$ cat src/rtl/core/ftt_pkg.sv
// Package for the firmware object transfer tracker.
// Holds the payload structs, counter state, configuration, command and status codes.
// No dependencies.
`default_nettype none

package ftt_pkg;

  localparam int unsigned FttMaxObjectBytes = 4096;
  localparam int unsigned FttCntW = 32;
  localparam int unsigned FttCfgIdxW = 1;

  typedef enum logic [1:0] {
    CMD_CREATE  = 2'd0,
    CMD_WRITE   = 2'd1,
    CMD_EXECUTE = 2'd2,
    CMD_UNUSED  = 2'd3
  } ftt_cmd_e;

  typedef enum logic [1:0] {
    ST_OK         = 2'd0,
    ST_BAD_OBJECT = 2'd1,
    ST_BAD_PARAM  = 2'd2,
    ST_NO_ROOM    = 2'd3
  } ftt_status_e;

  localparam logic [FttCfgIdxW-1:0] CFG_TOTAL_SIZE = 1'd0;
  localparam logic [FttCfgIdxW-1:0] CFG_AUTH       = 1'd1;

  typedef struct packed {
    logic [1:0]         command;
    logic [FttCntW-1:0] length;
  } ftt_in_t;

  typedef struct packed {
    logic [1:0]         status;
    logic [FttCntW-1:0] image_offset;
    logic [FttCntW-1:0] object_base;
    logic [FttCntW-1:0] object_length;
    logic [FttCntW-1:0] object_filled;
  } ftt_out_t;

  typedef struct packed {
    logic [FttCntW-1:0] offset;
    logic [FttCntW-1:0] base;
    logic [FttCntW-1:0] size;
    logic [FttCntW-1:0] filled;
  } ftt_state_t;

  typedef struct packed {
    logic [FttCntW-1:0] total_size;
    logic               auth;
  } ftt_cfg_t;

endpackage

`default_nettype wire

$ cat src/rtl/core/ftt_cmd_unit.sv
// Command evaluator: checks one create, write or execute transaction
// against the counters and gives the status and the next counters.
// Depends on ftt_pkg.
`default_nettype none

module ftt_cmd_unit import ftt_pkg::*; #(
  parameter int unsigned MaxObjectBytes = FttMaxObjectBytes
) (
  input  ftt_in_t     cmd_i,
  input  ftt_cfg_t    cfg_i,
  input  ftt_state_t  state_i,
  output ftt_state_t  state_o,
  output ftt_status_e status_o
);

  logic [FttCntW-1:0] room;
  logic [FttCntW-1:0] obj_left;

  assign room     = cfg_i.total_size - state_i.offset;
  assign obj_left = state_i.size - state_i.filled;

  always_comb begin
    state_o  = state_i;
    status_o = ST_BAD_PARAM;
    case (ftt_cmd_e'(cmd_i.command))
      CMD_CREATE: begin
        if (!cfg_i.auth) begin
          status_o = ST_BAD_OBJECT;
        end else if (cmd_i.length == '0 ||
                     cmd_i.length > FttCntW'(MaxObjectBytes) ||
                     state_i.offset > cfg_i.total_size) begin
          status_o = ST_BAD_PARAM;
        end else if (cmd_i.length > room) begin
          status_o = ST_NO_ROOM;
        end else begin
          status_o       = ST_OK;
          state_o.base   = state_i.offset;
          state_o.size   = cmd_i.length;
          state_o.filled = '0;
        end
      end
      CMD_WRITE: begin
        if (!cfg_i.auth || cmd_i.length == '0) begin
          status_o = ST_BAD_PARAM;
        end else if (state_i.filled > state_i.size) begin
          status_o = ST_BAD_OBJECT;
        end else if (cmd_i.length > obj_left || cmd_i.length > room) begin
          status_o = ST_NO_ROOM;
        end else begin
          status_o       = ST_OK;
          state_o.filled = state_i.filled + cmd_i.length;
          state_o.offset = state_i.offset + cmd_i.length;
        end
      end
      CMD_EXECUTE: begin
        if (state_i.size == '0 || state_i.filled != state_i.size) begin
          status_o = ST_BAD_OBJECT;
        end else begin
          status_o       = ST_OK;
          state_o.base   = state_i.offset;
          state_o.size   = '0;
          state_o.filled = '0;
        end
      end
      default: begin
        status_o = ST_BAD_PARAM;
      end
    endcase
  end

endmodule

`default_nettype wire

$ cat src/rtl/core/ftt_out_buf.sv
// Output register with a skid stage for result transactions.
// Depends on ftt_pkg.
`default_nettype none

module ftt_out_buf import ftt_pkg::*; (
  input  logic     clk_i,
  input  logic     rst_ni,
  input  logic     push_i,
  input  ftt_out_t push_data_i,
  output logic     full_o,
  output logic     out_valid_o,
  input  logic     out_stall_i,
  output ftt_out_t out_data_o
);

  logic     out_valid_q, out_valid_d;
  logic     skid_valid_q, skid_valid_d;
  ftt_out_t out_data_q, out_data_d;
  ftt_out_t skid_data_q, skid_data_d;
  logic     pop;

  assign pop = out_valid_q && !out_stall_i;

  always_comb begin
    out_valid_d  = out_valid_q;
    out_data_d   = out_data_q;
    skid_valid_d = skid_valid_q;
    skid_data_d  = skid_data_q;
    if (out_valid_q && !pop) begin
      if (push_i) begin
        skid_valid_d = 1'b1;
        skid_data_d  = push_data_i;
      end
    end else if (skid_valid_q) begin
      out_valid_d  = 1'b1;
      out_data_d   = skid_data_q;
      skid_valid_d = 1'b0;
    end else begin
      out_valid_d = push_i;
      out_data_d  = push_data_i;
    end
  end

  always_ff @(posedge clk_i or negedge rst_ni) begin
    if (!rst_ni) begin
      out_valid_q  <= 1'b0;
      skid_valid_q <= 1'b0;
    end else begin
      out_valid_q  <= out_valid_d;
      skid_valid_q <= skid_valid_d;
    end
  end

  always_ff @(posedge clk_i) begin
    out_data_q  <= out_data_d;
    skid_data_q <= skid_data_d;
  end

  assign full_o      = skid_valid_q;
  assign out_valid_o = out_valid_q;
  assign out_data_o  = out_data_q;

endmodule

`default_nettype wire

$ cat src/rtl/core/firmware_object_transfer_tracker.sv
// Top level of the firmware object transfer tracker.
// Depends on ftt_pkg, ftt_cmd_unit and ftt_out_buf.
//
// Takes one create, write or execute transaction per cycle while not
// stalled and returns one result (status and the four counters after the
// command) per transaction. The counters update at the edge that accepts
// the transaction, so the next command may follow in the very next cycle.
// The result sits in an output register backed by a one-deep skid stage;
// input stall rises only when both hold an untaken result. Configuration
// writes (image size, authenticated flag) take effect at the next edge.
`default_nettype none

module firmware_object_transfer_tracker import ftt_pkg::*; #(
  parameter int unsigned MaxObjectBytes = FttMaxObjectBytes
) (
  input  logic                  clk_i,
  input  logic                  rst_ni,
  input  logic                  cfg_we_i,
  input  logic [FttCfgIdxW-1:0] cfg_idx_i,
  input  logic [FttCntW-1:0]    cfg_wdata_i,
  input  logic                  in_valid_i,
  output logic                  in_stall_o,
  input  ftt_in_t               in_data_i,
  output logic                  out_valid_o,
  input  logic                  out_stall_i,
  output ftt_out_t              out_data_o
);

  ftt_cfg_t    cfg_q, cfg_d;
  ftt_state_t  state_q, state_next;
  ftt_status_e status;
  ftt_out_t    result;
  logic        accept;
  logic        buf_full;

  assign in_stall_o = buf_full;
  assign accept     = in_valid_i && !buf_full;

  always_comb begin
    cfg_d = cfg_q;
    if (cfg_we_i) begin
      case (cfg_idx_i)
        CFG_TOTAL_SIZE: cfg_d.total_size = cfg_wdata_i;
        CFG_AUTH:       cfg_d.auth       = cfg_wdata_i[0];
        default:        cfg_d            = cfg_q;
      endcase
    end
  end

  ftt_cmd_unit #(
    .MaxObjectBytes(MaxObjectBytes)
  ) u_cmd (
    .cmd_i   (in_data_i),
    .cfg_i   (cfg_q),
    .state_i (state_q),
    .state_o (state_next),
    .status_o(status)
  );

  always_ff @(posedge clk_i or negedge rst_ni) begin
    if (!rst_ni) begin
      cfg_q   <= '0;
      state_q <= '0;
    end else begin
      cfg_q <= cfg_d;
      if (accept) begin
        state_q <= state_next;
      end
    end
  end

  always_comb begin
    result.status        = status;
    result.image_offset  = state_next.offset;
    result.object_base   = state_next.base;
    result.object_length = state_next.size;
    result.object_filled = state_next.filled;
  end

  ftt_out_buf u_out (
    .clk_i      (clk_i),
    .rst_ni     (rst_ni),
    .push_i     (accept),
    .push_data_i(result),
    .full_o     (buf_full),
    .out_valid_o(out_valid_o),
    .out_stall_i(out_stall_i),
    .out_data_o (out_data_o)
  );

endmodule

`default_nettype wire
$ cat config.mk
export PLATFORM = sky130hd
export DESIGN_NAME = firmware_object_transfer_tracker
export DESIGN_NICKNAME = d
export VERILOG_FILES = /design/src/rtl/core/ftt_pkg.sv /design/src/rtl/core/ftt_cmd_unit.sv /design/src/rtl/core/ftt_out_buf.sv /design/src/rtl/core/firmware_object_transfer_tracker.sv
export SDC_FILE = /design/constraint.sdc
export NUM_CORES = 1
export LEC_CHECK = 0
export BUFFER_PORTS_ARGS = -buffer_cell sky130_fd_sc_hd__buf_4
export CORE_UTILIZATION = 53
export DETAILED_ROUTE_END_ITERATION = 6
export GPL_TIMING_DRIVEN = 1
export PLACE_DENSITY = 0.74
export SYNTH_ARGS = -nofsm -noshare
export SYNTH_HDL_FRONTEND = slang
export SYNTH_SLANG_ARGS = --single-unit
$ cat constraint.sdc
create_clock -name clk_i -period 10.42 [get_ports clk_i]
set_clock_uncertainty 0.1 [all_clocks]
set_input_delay 3.126 -clock clk_i [delete_from_list [all_inputs] [get_ports clk_i]]
set_output_delay 3.126 -clock clk_i [all_outputs]
set_load 0.01 [all_outputs]
==> flow_summary.ini, run 1 <==
[run_status]
status = complete, no violations

[yosys]
syn_inst = 2287
synth_area_per_cell_sq_um = 10.8
synth_seq_area_share_pct = 48.1
synth_fp_nets = 2553
synth-edff-count = 260
ys_seq_elements = 423
synth.cell_area_sq_mm = 0.0247
yosys_warnings = 0
synth_cell_type_count = 78
synth-main-ff-cell = edfxtp_1
synth-async-reset-ratio_pct = 38.5

[clock_tree]
cts_buffers = 45
cts_resized = 0
ctsHtreeMaxLevel = 2
worstSkewPairLatency_ns = 0.59
clk_pin_slew_ns = 0.06
cts_setup_buffers = 0
cts.sinks = 423
root_buffer = clkbuf_16
tritoncts = yes
cts_hold_buf = 0
cts_buffer_depth = 3

[placement]
dp_slack_ns = 2.76
place_hpwl_um = 49100
gp_congestion = 0.985
portBuffers = 203
placed_area_sq_mm = 0.0269

[detailed_routing]
route.detailed.drc = 0
wl_um = 68000
dr.pass1.iters = 5
drt_iter0_markers = 1425
viasPerCell = 6.09
ant_nets = 0
vias = 19000
routedWlPerCell_um = 21.8

[timing]
max_freq_mhz = 132
slew-limit-headroom_pct = 23.9
setup_viol = 0
period_needed_ns = 7.60
rsz0062_at_grt = no
final_hold_viol_count = 0
layout_setup_ws_ns = 2.82
slew_violations = 0
fin_crit_sh_pct = 72.9
worstMarginPinSlew_ns = 1.14
tns_ns = 0

[global_routing]
grt_pass1_vias = 18500
gr-usage-all-layers_pct = 28.6
grt_pass1_wl_um = 105000
grt_max_degree = 96
antenna_found_initial = 0
grt-ovfl-total = 0

[power]
power_leakage_nw = 11.9
cellPowerDensity_mw_per_mm2 = 167
peakVddDrop_mv = 0.151
power_mw = 4.72

[setup_path]
critical_path_class = reg2reg
arrival_ns = 7.84
critPathCaptureType = register
crit_fanout = 43
required_ns = 10.66
cp-start-kind = register

[die]
die_w_um = 218
io_pins = 204
initial_core_util_pct = 54.1
fp.coreArea_sq_mm = 0.0457
die_h_um = 218
die_area_sq_mm = 0.0475
rows = 78

[final_layout]
antenna_cells = 0
fin_area_sq_mm = 0.0283
nNetsFinal = 2744
layout_common_cells = edfxtp_1, buf_4, o21ai_0
area_growth_pct = 14.6
drive_above_1_share_pct = 19.0
final_common_cell = edfxtp_1

[worst_hold_path]
hp-class = reg2reg

[job]
cap_violations = 0
[cell usage after synthesis (6+ instances only)]
cell type  instances  area, sq um
dfrtp_1          163         4080
and2_1            42          263
o21a_1            19          143
o31a_1             6         52.6
a21oi_1          155          776
xor2_1            45          394
o211ai_1           6         45.0
mux2i_1           13          130
buf_2             14         70.1
xnor2_1           62          543
nand4_1           16          100
nor4_1            24          150
a211oi_1          20          150
nor2b_1           29          181
nand2b_1          22          138
buf_1              7         26.3
and3_1            13         81.3
a21o_1            63          473
nand2_1          206          773
ha_1             190         2380
o21ai_0          212         1060
clkbuf_1          50          188
a22o_1            43          377
inv_1            116          435
o2bb2ai_1          6         52.6
nor3_1            38          190
o22ai_1           13         81.3
nor2_1            87          327
mux2_2           161         1810
edfxtp_1         260         7810
o21bai_1          16          120
a31oi_1           18          113
a211o_1            7         61.3
o31ai_1           14          105
nand3_1           41          205
[path summary, 6_finish.rpt]
kind	from	end	slack, ns	cells after the start
max reg2reg	state_q[96]	u_out.out_data_o[31]	2.82	26
max in group asynchronous	rst_ni	state_q[87]	6.49	2
min	state_q[77]	state_q[77]	0.38	2
min in group asynchronous	rst_ni	u_out.out_valid_o	2.37	1
max	state_q[96]	u_out.out_data_o[31]	2.82	26
min reg2reg	state_q[77]	state_q[77]	0.38	2
[metrics by stage]
step           std cells  hold slack, ns  util (%)
4_1_cts             3114           0.386      62.0
6_report            3114           0.382      62.0
2_1_floorplan       2287           0.350         -
3_3_place_gp        3031           0.362      58.8
5_1_grt             3114           0.413      62.0
3_5_place_dp        3031           0.371      58.8
[flip-flops by register name (all words and copies together), names as in the netlist]
| signal | flops |
|---|---|
| cfg_q | 33 |
| u_out.out_data_o | 130 |
| u_out.out_valid_o | 1 |
| u_out.full_o | 1 |
| u_out.skid_data_q | 130 |
| state_q | 128 |
[final cells by class]
type | instances | area [sq um]
clock inverter | 23 | 254
timing repair buffer | 219 | 1650
fill | 3718 | 17400
sequential | 423 | 11900
inverter | 116 | 435
multi-input combinational | 1673 | 12100
clock buffer | 60 | 1200
tap | 600 | 751
[report_power, final]
part           internal, mW  total [mW]  switching (mW)
clock network         0.938        1.62           0.681
registers              1.92        1.98          0.0609
logic                 0.479        1.11           0.636
[worst max-delay path: stages, from the launching register on]
cell and delay, ns:
dfrtp_1 0.44, ha_1 0.21, inv_1 0.06, fa_1 0.40
a21oi_1 0.19, nor2_1 0.09, o31a_1 0.31, a211oi_2 0.36
o211ai_1 0.25, a41o_1 0.33, nand4_1 0.10, nand4b_1 0.11
a21oi_1 0.21, xor2_1 0.12, ha_1 0.33, nand3_1 0.11
nor4_1 0.47, nand4_1 0.18, nor3_1 0.20, a211oi_1 0.12
a21o_1 0.26, a211oi_4 0.73, buf_4 0.68, nor2_2 0.04
buf_4 0.28, a211o_1 0.36, mux2_2 0.26
[cell families (layout without fill, tap and decap cells)]
kind of cell	count (synthesis)	after routing	share of synthesized area (%)
AND/OR/NAND/NOR	552	552	10.8
XOR/XNOR	107	107	3.79
multiplexers	174	174	7.86
buffers and inverters	191	418	3.05
flip-flops	423	423	48.1
adder cells (fa/ha/maj)	194	194	9.95
AO/OA/AOI/OAI	646	646	16.4
[metal layers]
metal  GRT usage (%)  up-vias  part of all wire (%)
met3            4.11      141                   6.0
met5               0        -                     0
met4            9.23        0                   3.2
met1            39.5     9235                    44
met2            46.3      696                    47
li1                -     8881                     -
Power figures use the tool's default switching activity.
==> run 2: changes to the inputs <==
Settings changed: ABC_AREA set to 1, PLACE_DENSITY 0.74 to 0.73.
Clock period 10.42 ns to 6.6 ns, I/O delays scaled along.
==> run 2 against run 1 <==
Sequential power grew 88%. Critical path depth is the same. Setup slack worse by 2.2 ns. Utilization shrank 0.93 points. Die area increased by 10%. Clock power is 57% higher. Critical path type unchanged. Combinational power grew to 5.9 times the previous value. Final cell count up 34%. Global-route usage up 5.6 points. Flip-flop and latch count is the same. Largest cell class unchanged.
==> flow_summary.ini, run 2 <==
[detailed_routing]
vias = 24200
dr.pass1.iters = 7
ant_nets = 0
routedWlPerCell_um = 21.7
route.detailed.drc = 0
viasPerCell = 5.80
drt_iter0_markers = 2125
wl_um = 90500
wl_met3_um = 5260
wl_met1_um = 36500
dr_wl_met2_um = 44200
top_layer = met4

[placement]
gp_congestion = 1.03
portBuffers = 203
place_hpwl_um = 67000
placed_area_sq_mm = 0.0294
dp_slack_ns = 0.673

[power]
switchingPower_mw = 5.65
intPower_mw = 7.13
power_leakage_nw = 14.3
pwr-share-clk_pct = 20.0
cellPowerDensity_mw_per_mm2 = 415
power_frac_comb_pct = 50.8
swShare_pct = 44.2
peakVddDrop_mv = 0.268
pwr-share-seq_pct = 29.2

[final_layout]
area_growth_pct = 13.0
final_common_cell = nand2_1
fin_area_sq_mm = 0.0308
drive_above_1_share_pct = 12.1
layout_common_cells = nand2_1, inv_1, edfxtp_1
antenna_cells = 0
nNetsFinal = 3734
nFillCells = 4501

[setup_path]
worstReg2RegStart = state_q[98]
cp-start-kind = register
slowest_delay_ns = 0.70
path_common_cell = nand2_1
startpoint = state_q[98]
r2r_setup_slack_ns = 0.59
critPathCaptureType = register
slowest_stage = buf_4
worst-path-buf-inv = 3
critical_path_class = reg2reg
crit_fanout = 69
arrival_ns = 6.34
endpoint = u_out.out_data_o[74]
reg2reg_depth = 26
crit_cells = 26
required_ns = 6.93
r2r_end = u_out.out_data_o[74]
cp_top_family = compound AO/OA/AOI/OAI gates

[timing]
setup_viol = 0
worstMarginPinSlew_ns = 1.12
slew-limit-headroom_pct = 25.2
tns_ns = 0
final_hold_viol_count = 0
slew_violations = 0
period_needed_ns = 6.01
max_freq_mhz = 166
fin_crit_sh_pct = 91.0
layout_setup_ws_ns = 0.593
holdWs_ns = 0.392
rsz0062_at_grt = no

[die]
die_area_sq_mm = 0.0524
io_pins = 204
rows = 82
die_w_um = 229
fp.coreArea_sq_mm = 0.0505
die_h_um = 229
initial_core_util_pct = 54.0

[global_routing]
antenna_found_initial = 2
grt_pass1_vias = 23500
grt-ovfl-total = 0
grt_pass1_wl_um = 137000
grt_max_degree = 122
gr-usage-all-layers_pct = 34.2

[yosys]
yosys_warnings = 0
synth_seq_area_share_pct = 43.6
synth_cell_type_count = 59
syn_inst = 3302
synth_fp_nets = 3568
synth_top_area_share_pct = 28.6
synth_largest_area_cell = edfxtp_1
synth_common_cells = nand2_1, inv_1, edfxtp_1, nor2_1, ha_1
synth_area_per_cell_sq_um = 8.26
ys_seq_elements = 423
synth-main-ff-cell = edfxtp_1
synth.cell_area_sq_mm = 0.0273
synth_area_leaders = edfxtp_1, dfrtp_1, nand2_1
synth-edff-count = 260
synth-async-reset-ratio_pct = 38.5
synth_most_common_cell = nand2_1

[job]
cap_violations = 0

[worst_hold_path]
hp-class = reg2reg

[run_status]
status = complete, no violations

[clock_tree]
tritoncts = yes
clk_pin_slew_ns = 0.06
cts_buffer_depth = 3
cts.sinks = 423
cts_buffers = 45
worstSkewPairLatency_ns = 0.61
ctsHtreeMaxLevel = 2
cts_resized = 0
root_buffer = clkbuf_16
cts_hold_buf = 0
cts_setup_buffers = 0
## run 2: kinds of logic after synthesis
family                     Yosys count  synth area share, %
and+or+nand+nor                   1447                 21.7
AOI/OAI and AO/OA                  680                 14.7
buffers and inverters              423                 6.33
DFF                                423                 43.6
adders and majority gates          194                 9.01
xor gates and xnor gates           104                 3.34
muxes                               31                 1.28
## run 2: worst min-delay path, cell delays in order, from the launching register on
cell     delay [ns]
dfrtp_1        0.35
nand2_1        0.05
o21ai_0        0.06
## run 2: metal layers
metal,GRT usage (%),vias up
met5,0,-
li1,-,11500
met2,59.0,989
met1,42.7,11500
met3,4.09,202
met4,15.9,0
## run 2: worst min-delay path by stage
stage,from,end,cells after the start
2_1_floorplan,cfg_q[1],cfg_q[1],2
3_3_place_gp,cfg_q[1],cfg_q[1],2
3_5_place_dp,cfg_q[1],cfg_q[1],2
4_1_cts,cfg_q[1],cfg_q[1],2
5_1_grt,cfg_q[1],cfg_q[1],2
6_report,cfg_q[1],cfg_q[1],2
## run 2: per-stage QoR
step                      instances  utilization, %  power (mW)
final                          4176            61.1        12.8
after global routing           4176            61.1        13.6
after CTS                      4176            61.1        12.7
after detailed placement       4093            58.2        10.2
after global placement         4093            58.2        10.1
after floorplan                3302               -        8.13
## run 2: cell type report
cell class	instances	area (sq um)	share of cell area, %
well taps	672	841	2.73
flip-flops and latches	423	11900	38.6
clock inverters	20	230	0.747
clock buffers	63	1230	4.01
multi-input cells	2456	13700	44.5
repair buffers	228	1740	5.65
inverters	314	1180	3.84
## run 2: power groups by stage
stage | combinational [mW] | clock [mW] | sequential, mW
6_report | 6.50 | 2.55 | 3.73
5_1_grt | 7.21 | 2.67 | 3.77
4_1_cts | 6.44 | 2.58 | 3.73
3_5_place_dp | 6.40 | 0 | 3.77
3_3_place_gp | 6.30 | 0 | 3.76
2_1_floorplan | 4.42 | 0 | 3.72
==> run 3: changes to the inputs <==
Settings changed: ABC_AREA 1 to 0, ABC_CLOCK_PERIOD_IN_PS set to 6600, PLACE_DENSITY 0.73 to 0.74.
==> run 3 against run 2 <==
First-iteration DRC count shrank 27%. Final cell count down 25%. Routed wire length is 24% lower. Die area is 9.3% lower. Count of clock-buffer cells in the layout increased by 5. Utilization rose by 1.7 points. Flip-flop and latch count is the same. Design area down 7.0%. Setup slack worse by 0.29 ns. Largest cell class unchanged. Highest routed layer unchanged.
==> flow_summary.ini, run 3 (same netlist as run 1, synthesis figures left out) <==
[global_routing]
grt_pass1_wl_um = 106000
gr-usage-all-layers_pct = 29.0
grt_max_degree = 78
grt_pass1_vias = 18700
antenna_found_initial = 0
grt-ovfl-total = 0

[power]
power_leakage_nw = 12.0
power_mw = 7.53
cellPowerDensity_mw_per_mm2 = 263
peakVddDrop_mv = 0.243

[clock_tree]
ctsHtreeMaxLevel = 2
cts.sinks = 423
tritoncts = yes
clk_pin_slew_ns = 0.06
root_buffer = clkbuf_16
cts_buffer_depth = 3
worstSkewPairLatency_ns = 0.60
cts_hold_buf = 0
cts_buffers = 46

[timing]
tns_ns = 0
max_freq_mhz = 159
period_needed_ns = 6.30
layout_setup_ws_ns = 0.301
final_hold_viol_count = 0
fin_crit_sh_pct = 95.4
slew_violations = 0
worstMarginPinSlew_ns = 1.15
slew-limit-headroom_pct = 23.5
rsz0062_at_grt = no
setup_viol = 0

[setup_path]
crit_fanout = 9
required_ns = 6.83
cp-start-kind = register
critical_path_class = reg2reg
critPathCaptureType = register
slowest_stage = a211oi_4
r2r_setup_slack_ns = 0.30
arrival_ns = 6.53
reg2reg_depth = 27
slowest_delay_ns = 0.43

[final_layout]
nNetsFinal = 2770
area_growth_pct = 16.1
drive_above_1_share_pct = 20.0
final_common_cell = edfxtp_1
antenna_cells = 0
layout_common_cells = edfxtp_1, buf_4, o21ai_0

[die]
fp.coreArea_sq_mm = 0.0457
die_h_um = 218
io_pins = 204
initial_core_util_pct = 54.1
die_area_sq_mm = 0.0475
die_w_um = 218
rows = 78

[placement]
dp_slack_ns = 0.0744
place_hpwl_um = 50100
portBuffers = 203
gp_congestion = 0.924

[detailed_routing]
routedWlPerCell_um = 21.9
route.detailed.drc = 0
wl_um = 68800
viasPerCell = 6.10
ant_nets = 0
vias = 19200
drt_iter0_markers = 1558
dr.pass1.iters = 6

[job]
cap_violations = 0

[worst_hold_path]
hp-class = reg2reg
hold_depth = 2

[run_status]
status = complete, no violations
-- run 3: cell types whose count changed in the layout (fill, tap and decap cells not counted), sizes merged, moves of 22 or more --
cell,before,now
inv,312,117
a31oi,59,19
nand2b,0,22
nand2,976,207
o21ai,301,216
o22ai,58,13
and2,5,42
a21o,17,63
nor2b,0,29
a22o,0,43
mux2,31,161
a21oi,186,155
nor2,241,88
nand3,152,41
-- run 3: path summary, 6_finish.rpt --
kind	from	to
max reg2reg	cfg_q[1]	u_out.out_data_o[31]
max	cfg_q[1]	u_out.out_data_o[31]
min	state_q[93]	state_q[93]
max in group asynchronous	rst_ni	cfg_q[32]
min in group asynchronous	rst_ni	u_out.out_valid_o
min reg2reg	state_q[93]	state_q[93]
-- run 3: what timing repair did --
action,4_1_cts,5_1_grt
buffers inserted,0,2
gates resized for setup,0,11
setup endpoints to repair,0,240
hold endpoints to repair,0,0
-- run 3: area by class of cell --
type / instances / area, sq um
Fill cell: 3650 / 17000
Multi-Input combinational cell: 1673 / 12200
Sequential cell: 423 / 11900
Timing Repair Buffer: 244 / 1900
Clock buffer: 68 / 1360
Tap cell: 600 / 751
Inverter: 116 / 435
Clock inverter: 18 / 178
-- run 3: metrics by stage --
step	std cells	instance area (sq um)	hold slack, ns	utilization [%]
6_report	3142	28700	0.379	62.8
2_1_floorplan	2287	24700	0.350	-
3_3_place_gp	3052	27100	0.363	59.2
3_5_place_dp	3052	27100	0.370	59.2
5_1_grt	3142	28700	0.415	62.8
4_1_cts	3138	28600	0.383	62.6
-- run 3: routing by layer --
metal,GRT usage (%),vias to the layer above,routed length [um]
met5,0,-,0
met4,9.51,0,2200
met3,4.04,130,4200
met2,46.5,681,31900
met1,40.5,9418,30500
li1,-,8927,-
-- run 3: where the power goes --
group          internal (mW)  leakage (nW)  switching, mW
Clock                   1.54         0.730           1.07
Sequential              3.04          4.46         0.0989
Combinational          0.775          6.85           1.01
Total                   5.35          12.0           2.18
-- run 3: critical path, delay by kind of cell, from the launching register on --
kind,cells,cell delay [ns]
AO/OA/AOI/OAI,13,3.14
XOR/XNOR,1,0.21
buffers and inverters,4,0.51
flip-flops,1,0.36
AND/OR/NAND/NOR,5,0.61
multiplexers,1,0.27
adder cells (fa/ha/maj),3,0.83
